--- src/design/tvr_pkg.sv ---
package tvr_pkg;

  localparam int CoordW  = 12;
  localparam int VoxW    = 8;
  localparam int SizeW   = 5;
  localparam int ScaleW  = 24;
  localparam int CfgIdxW = 3;
  localparam int CfgW    = 24;
  localparam int WgtBits = 16;
  localparam int WgtW    = WgtBits + 1;
  localparam int MapW    = CoordW + 1 + ScaleW;
  localparam int MacAW   = 40;
  localparam int MacBW   = WgtW;
  localparam int ProdW   = MacAW + MacBW;
  localparam int AccXW   = 24;
  localparam int AccYW   = 40;
  localparam int AccZW   = 56;

  localparam logic [WgtW-1:0] WgtOne = WgtW'(1) << WgtBits;

  typedef enum logic [CfgIdxW-1:0] {
    CFG_DEPTH   = 3'd0,
    CFG_HEIGHT  = 3'd1,
    CFG_WIDTH   = 3'd2,
    CFG_SCALE_Z = 3'd3,
    CFG_SCALE_Y = 3'd4,
    CFG_SCALE_X = 3'd5,
    CFG_MODE    = 3'd6
  } cfg_idx_e;

  typedef enum logic {
    OP_WRITE  = 1'b0,
    OP_SAMPLE = 1'b1
  } op_e;

  typedef enum logic {
    MODE_NEAREST = 1'b0,
    MODE_LINEAR  = 1'b1
  } mode_e;

  typedef enum logic [2:0] {
    MAC_NONE,
    MAC_LOAD,
    MAC_X,
    MAC_Y,
    MAC_Z
  } mac_op_e;

  typedef struct packed {
    mac_op_e            op;
    logic [MacAW-1:0]   a;
    logic [MacBW-1:0]   b;
  } mac_ctrl_t;

  typedef enum logic [3:0] {
    ST_IDLE,
    ST_MAP_Z,
    ST_MAP_Y,
    ST_MAP_X,
    ST_MAP_D,
    ST_READ,
    ST_MX,
    ST_MY,
    ST_MZ,
    ST_DONE
  } state_e;

endpackage

--- src/design/tvr_mac.sv ---
module tvr_mac (
  input  logic                            clk_i,
  input  tvr_pkg::mac_ctrl_t              ctrl_i,
  output logic [tvr_pkg::MapW-1:0]        prod_o,
  output logic [tvr_pkg::AccZW-1:0]       acc_o
);

  logic [tvr_pkg::MacAW-1:0] a_op;
  logic [tvr_pkg::ProdW-1:0] prod;
  logic [tvr_pkg::MapW-1:0]  prod_q;
  logic [tvr_pkg::AccXW-1:0] accx_q;
  logic [tvr_pkg::AccYW-1:0] accy_q;
  logic [tvr_pkg::AccZW-1:0] accz_q;

  // y and z steps fold the lower accumulator into the next one
  always_comb begin
    case (ctrl_i.op)
      tvr_pkg::MAC_Y: a_op = tvr_pkg::MacAW'(accx_q);
      tvr_pkg::MAC_Z: a_op = accy_q;
      default:        a_op = ctrl_i.a;
    endcase
  end

  assign prod = tvr_pkg::ProdW'(a_op) * tvr_pkg::ProdW'(ctrl_i.b);

  always_ff @(posedge clk_i) begin
    case (ctrl_i.op)
      tvr_pkg::MAC_LOAD: begin
        prod_q <= prod[tvr_pkg::MapW-1:0];
        accx_q <= '0;
        accy_q <= '0;
        accz_q <= '0;
      end
      tvr_pkg::MAC_X: begin
        accx_q <= accx_q + prod[tvr_pkg::AccXW-1:0];
      end
      tvr_pkg::MAC_Y: begin
        accy_q <= accy_q + prod[tvr_pkg::AccYW-1:0];
        accx_q <= '0;
      end
      tvr_pkg::MAC_Z: begin
        accz_q <= accz_q + prod[tvr_pkg::AccZW-1:0];
        accy_q <= '0;
      end
      default: ;
    endcase
  end

  assign prod_o = prod_q;
  assign acc_o  = accz_q;

endmodule

--- config.mk ---
export PLATFORM = sky130hd
export DESIGN_NAME = tvr_mac
export DESIGN_NICKNAME = d
export VERILOG_FILES = /design/src/design/tvr_pkg.sv /design/src/design/tvr_mac.sv
export SDC_FILE = /design/constraint.sdc
export NUM_CORES = 2
export LEC_CHECK = 0
export BUFFER_PORTS_ARGS = -buffer_cell sky130_fd_sc_hd__clkbuf_2
export CORE_AREA = 2 2 290 292
export DETAILED_ROUTE_END_ITERATION = 6
export DIE_AREA = 0 0 292 294
export PLACE_DENSITY_LB_ADDON = 0.1
export SYNTH_ARGS = -nofsm -noshare
export SYNTH_HDL_FRONTEND = slang
export SYNTH_SLANG_ARGS = --single-unit
export TNS_END_PERCENT = 1
--- constraint.sdc ---
create_clock -name clk_i -period 14.21 [get_ports clk_i]
set_clock_uncertainty 0.1 [all_clocks]
set_input_delay 0.7105 -clock clk_i [delete_from_list [all_inputs] [get_ports clk_i]]
set_output_delay 0.7105 -clock clk_i [all_outputs]
set_load 0.005 [all_outputs]
==> key figures <==
Layout
  • Layout cell share with drive strength beyond 1: 7.415%
  • Non-Filler Instances: 4,860
  • Nets@finish: 4,639
  • Area Overhead vs Synth: 8.084%
  • Fillers: 8,324

Yosys
  • Largest family of logic cells by synthesized area: adder cells
  • Largest area contributor in the netlist: fa_1
  • Simple-gate share of the synthesized area: 16.59%
  • Synth Area in Adders: 44.14%
  • Synth Flop Type: edfxtp_1
  • Synth Area in Compound Gates: 11.52%
  • Post-Syn Area per Cell: 8.916 um^2
  • Synth async-reset ratio: 0%
  • Top cells by count, synth: inv_1 (663), nand2_1 (607), fa_1 (571), ha_1 (244), and2_1 (235)
  • Yosys reg bits: 157
  • Synth cell types: 77
  • Top-count cell post-synth: inv_1
  • Post-Synth XOR/XNOR Area: 3.859%
  • Synth Net Count: 4,556
  • Cells after synthesis: 3,680
  • Seq/Total Area, Yosys: 14.37%
  • Post-synth EDFFs: 157
  • Synth area leaders: fa_1 (35%), edfxtp_1 (14%), ha_1 (9.3%)
  • Mapped Area: 32,810 um^2
  • Top-area cell type share of the netlist area: 34.84%
  • Mux cell area share after synthesis: 0.1525%
  • Yosys synthesis warning count: 0

Timing
  • Max-slew violation count: 0
  • Unrepaired setup endpoints after global routing: no
  • Fin crit period: 12,010 ps
  • Fmax achieved: 83.27 MHz
  • Hold_ws: 588.9 ps
  • Worst slew pin tran: 1248 ps
  • TNS Setup: 0 ps
  • Final Setup Violations: 0
  • Slew headroom: 16.82%
  • Tcrit/Tclk final: 84.51%
  • Hold Fails Final Rpt: 0

Floorplanning
  • Die height: 294 um
  • Placement Rows: 106
  • Initial Util: 39.58%
  • Core Box Area: 82,890 um^2
  • Die Span X: 292 um
  • Die area: 85,850 um^2
  • IO Pins: 154

Global route
  • Initial antenna violation count: 14
  • First-pass GRT wire length: 160,700 um
  • Largest net degree at the start of global routing: 72
  • GRT Util Overall: 24.39%
  • Total gr overflow: 0
  • Vias in the first global route: 27.02k

Min path
  • Worst min-delay path class: input port to flop

Clock tree
  • Latest clock arrival within the worst-skew pair: 460 ps
  • Hold-fix buffers at CTS: 0
  • Root buffer cell: clkbuf_16
  • H-Tree Level Count: 4
  • PostCTS Resize Cnt: 0
  • Worst-path clk slew: 70 ps
  • Clk buf depth: 2
  • Post-CTS Setup Inserts: 0
  • TritonCTS clock tree: done
  • Clock sinks: 157
  • CTS Buf Count: 17

Worst setup path
  • Worst setup SP type: input port
  • Crit path largest cell delay: 740 ps
  • Crit path capture: acc_o[55]
  • Flop-to-flop setup slack: 3270 ps
  • Worst reg2reg endpoint: acc_o[55]
  • CP max FO: 48
  • CP Data Arrival Time: 12,210 ps
  • Crit path required time: 14,410 ps
  • Critical Path Start: ctrl_i[58]
  • CP most frequent cell: fa_1
  • Slowest stage cell on the critical path: o31ai_1
  • Worst setup EP type: flop
  • Reg-to-Reg Start: accy_q[14]
  • Reg2Reg Depth: 35
  • CP Class: input port to flop

Flow run
  • Max-cap viol count: 0

Placed design
  • Routability cong.: 0.8858
  • HPWL Detailed: 76,170 um
  • Buffers added on ports: 153
  • Placed cell count: 4,824

Routing
  • DRC: 0
  • ANT nets after route: 0
  • DR vias/cell: 5.234
  • DRT iter0 DRCs: 1,430
  • WL per Instance: 20.74 um
  • Vias: 25.44k
  • DRT Pass-1 Iters: 6
  • WL final: 100,800 um

Status
  • Status: finished, final reports clean
[worst min path at each step]
stage / startpoint / end / slack [ps] / depth (start not counted)
detailed placement: accy_q[0] / accy_q[0] / 580 / 2
global placement: accy_q[0] / accy_q[0] / 560 / 2
finish: ctrl_i[59] / acc_o[0] / 590 / 2
floorplan: accx_q[0] / accx_q[0] / 530 / 2
global route: ctrl_i[59] / acc_o[0] / 590 / 2
CTS: ctrl_i[59] / acc_o[0] / 560 / 2
[area by class of cell]
cell class / instances / area [um^2] / share of cell area [%]
timing repair buffer: 219 / 1261 / 3.556
multi-input combinational: 2704 / 25050 / 70.62
clock buffer: 19 / 432.9 / 1.221
antenna: 4 / 10.01 / 0.02822
tap: 1080 / 1351 / 3.810
inverter: 664 / 2495 / 7.035
clock inverter: 13 / 153.9 / 0.4340
sequential: 157 / 4715 / 13.29
[cell families after synthesis]
group                      Yosys count
DFF                                157
AOI/OAI and AO/OA                  552
buffers and inverters              819
adders and majority gates          815
muxes                                5
xor gates and xnor gates           143
and+or+nand+nor                   1189
[metal layers]
layer | up-vias | wire (um) | global-route usage, %
met5 | - | 151 | 0
met4 | 22 | 1580 | 4.727
met3 | 110 | 6195 | 4.441
met2 | 607 | 43900 | 37.46
met1 | 12879 | 48990 | 36.01
li1 | 11819 | - | -
[worst max-delay path, delay by kind of cell]
kind	cells	cell delay, ps
compound gates	10	2790
xor+xnor	2	600
simple gates	13	2910
buf+inv	7	1080
fa+ha+maj	8	3870
mux	1	200
[flip-flops by register name (all words and copies together), names as in the netlist]
signal,count
prod_o,37
accx_q,24
acc_o,56
accy_q,40
[through the flow]
stage	util [%]	instance area (um^2)	worst slack (ps)
after floorplan	-	32810	3716
after global placement	42.06	34870	1813
after detailed placement	42.06	34870	1701
after CTS	42.77	35450	2125
after global routing	42.77	35460	1194
final	42.78	35460	2201
[cell usage in the layout (no fill, tap or decap), drive strengths merged, types with 16 or more instances in the layout]
cell type,count
a211oi,20
a21o,102
a21oi,152
a22o,19
a22oi,25
a31oi,17
and2,235
and3,22
buf,66
clkbuf,172
edfxtp,157
fa,571
ha,244
inv,671
nand2,607
nand2b,16
nand3,34
nor2,167
nor2b,17
nor3,34
o211ai,16
o21a,16
o21ai,75
o21bai,26
xnor2,85
xor2,57
Power is left out: the tool's default activity adds up to more than one toggle a clock period on the data nets, which glitch-free logic cannot reach.
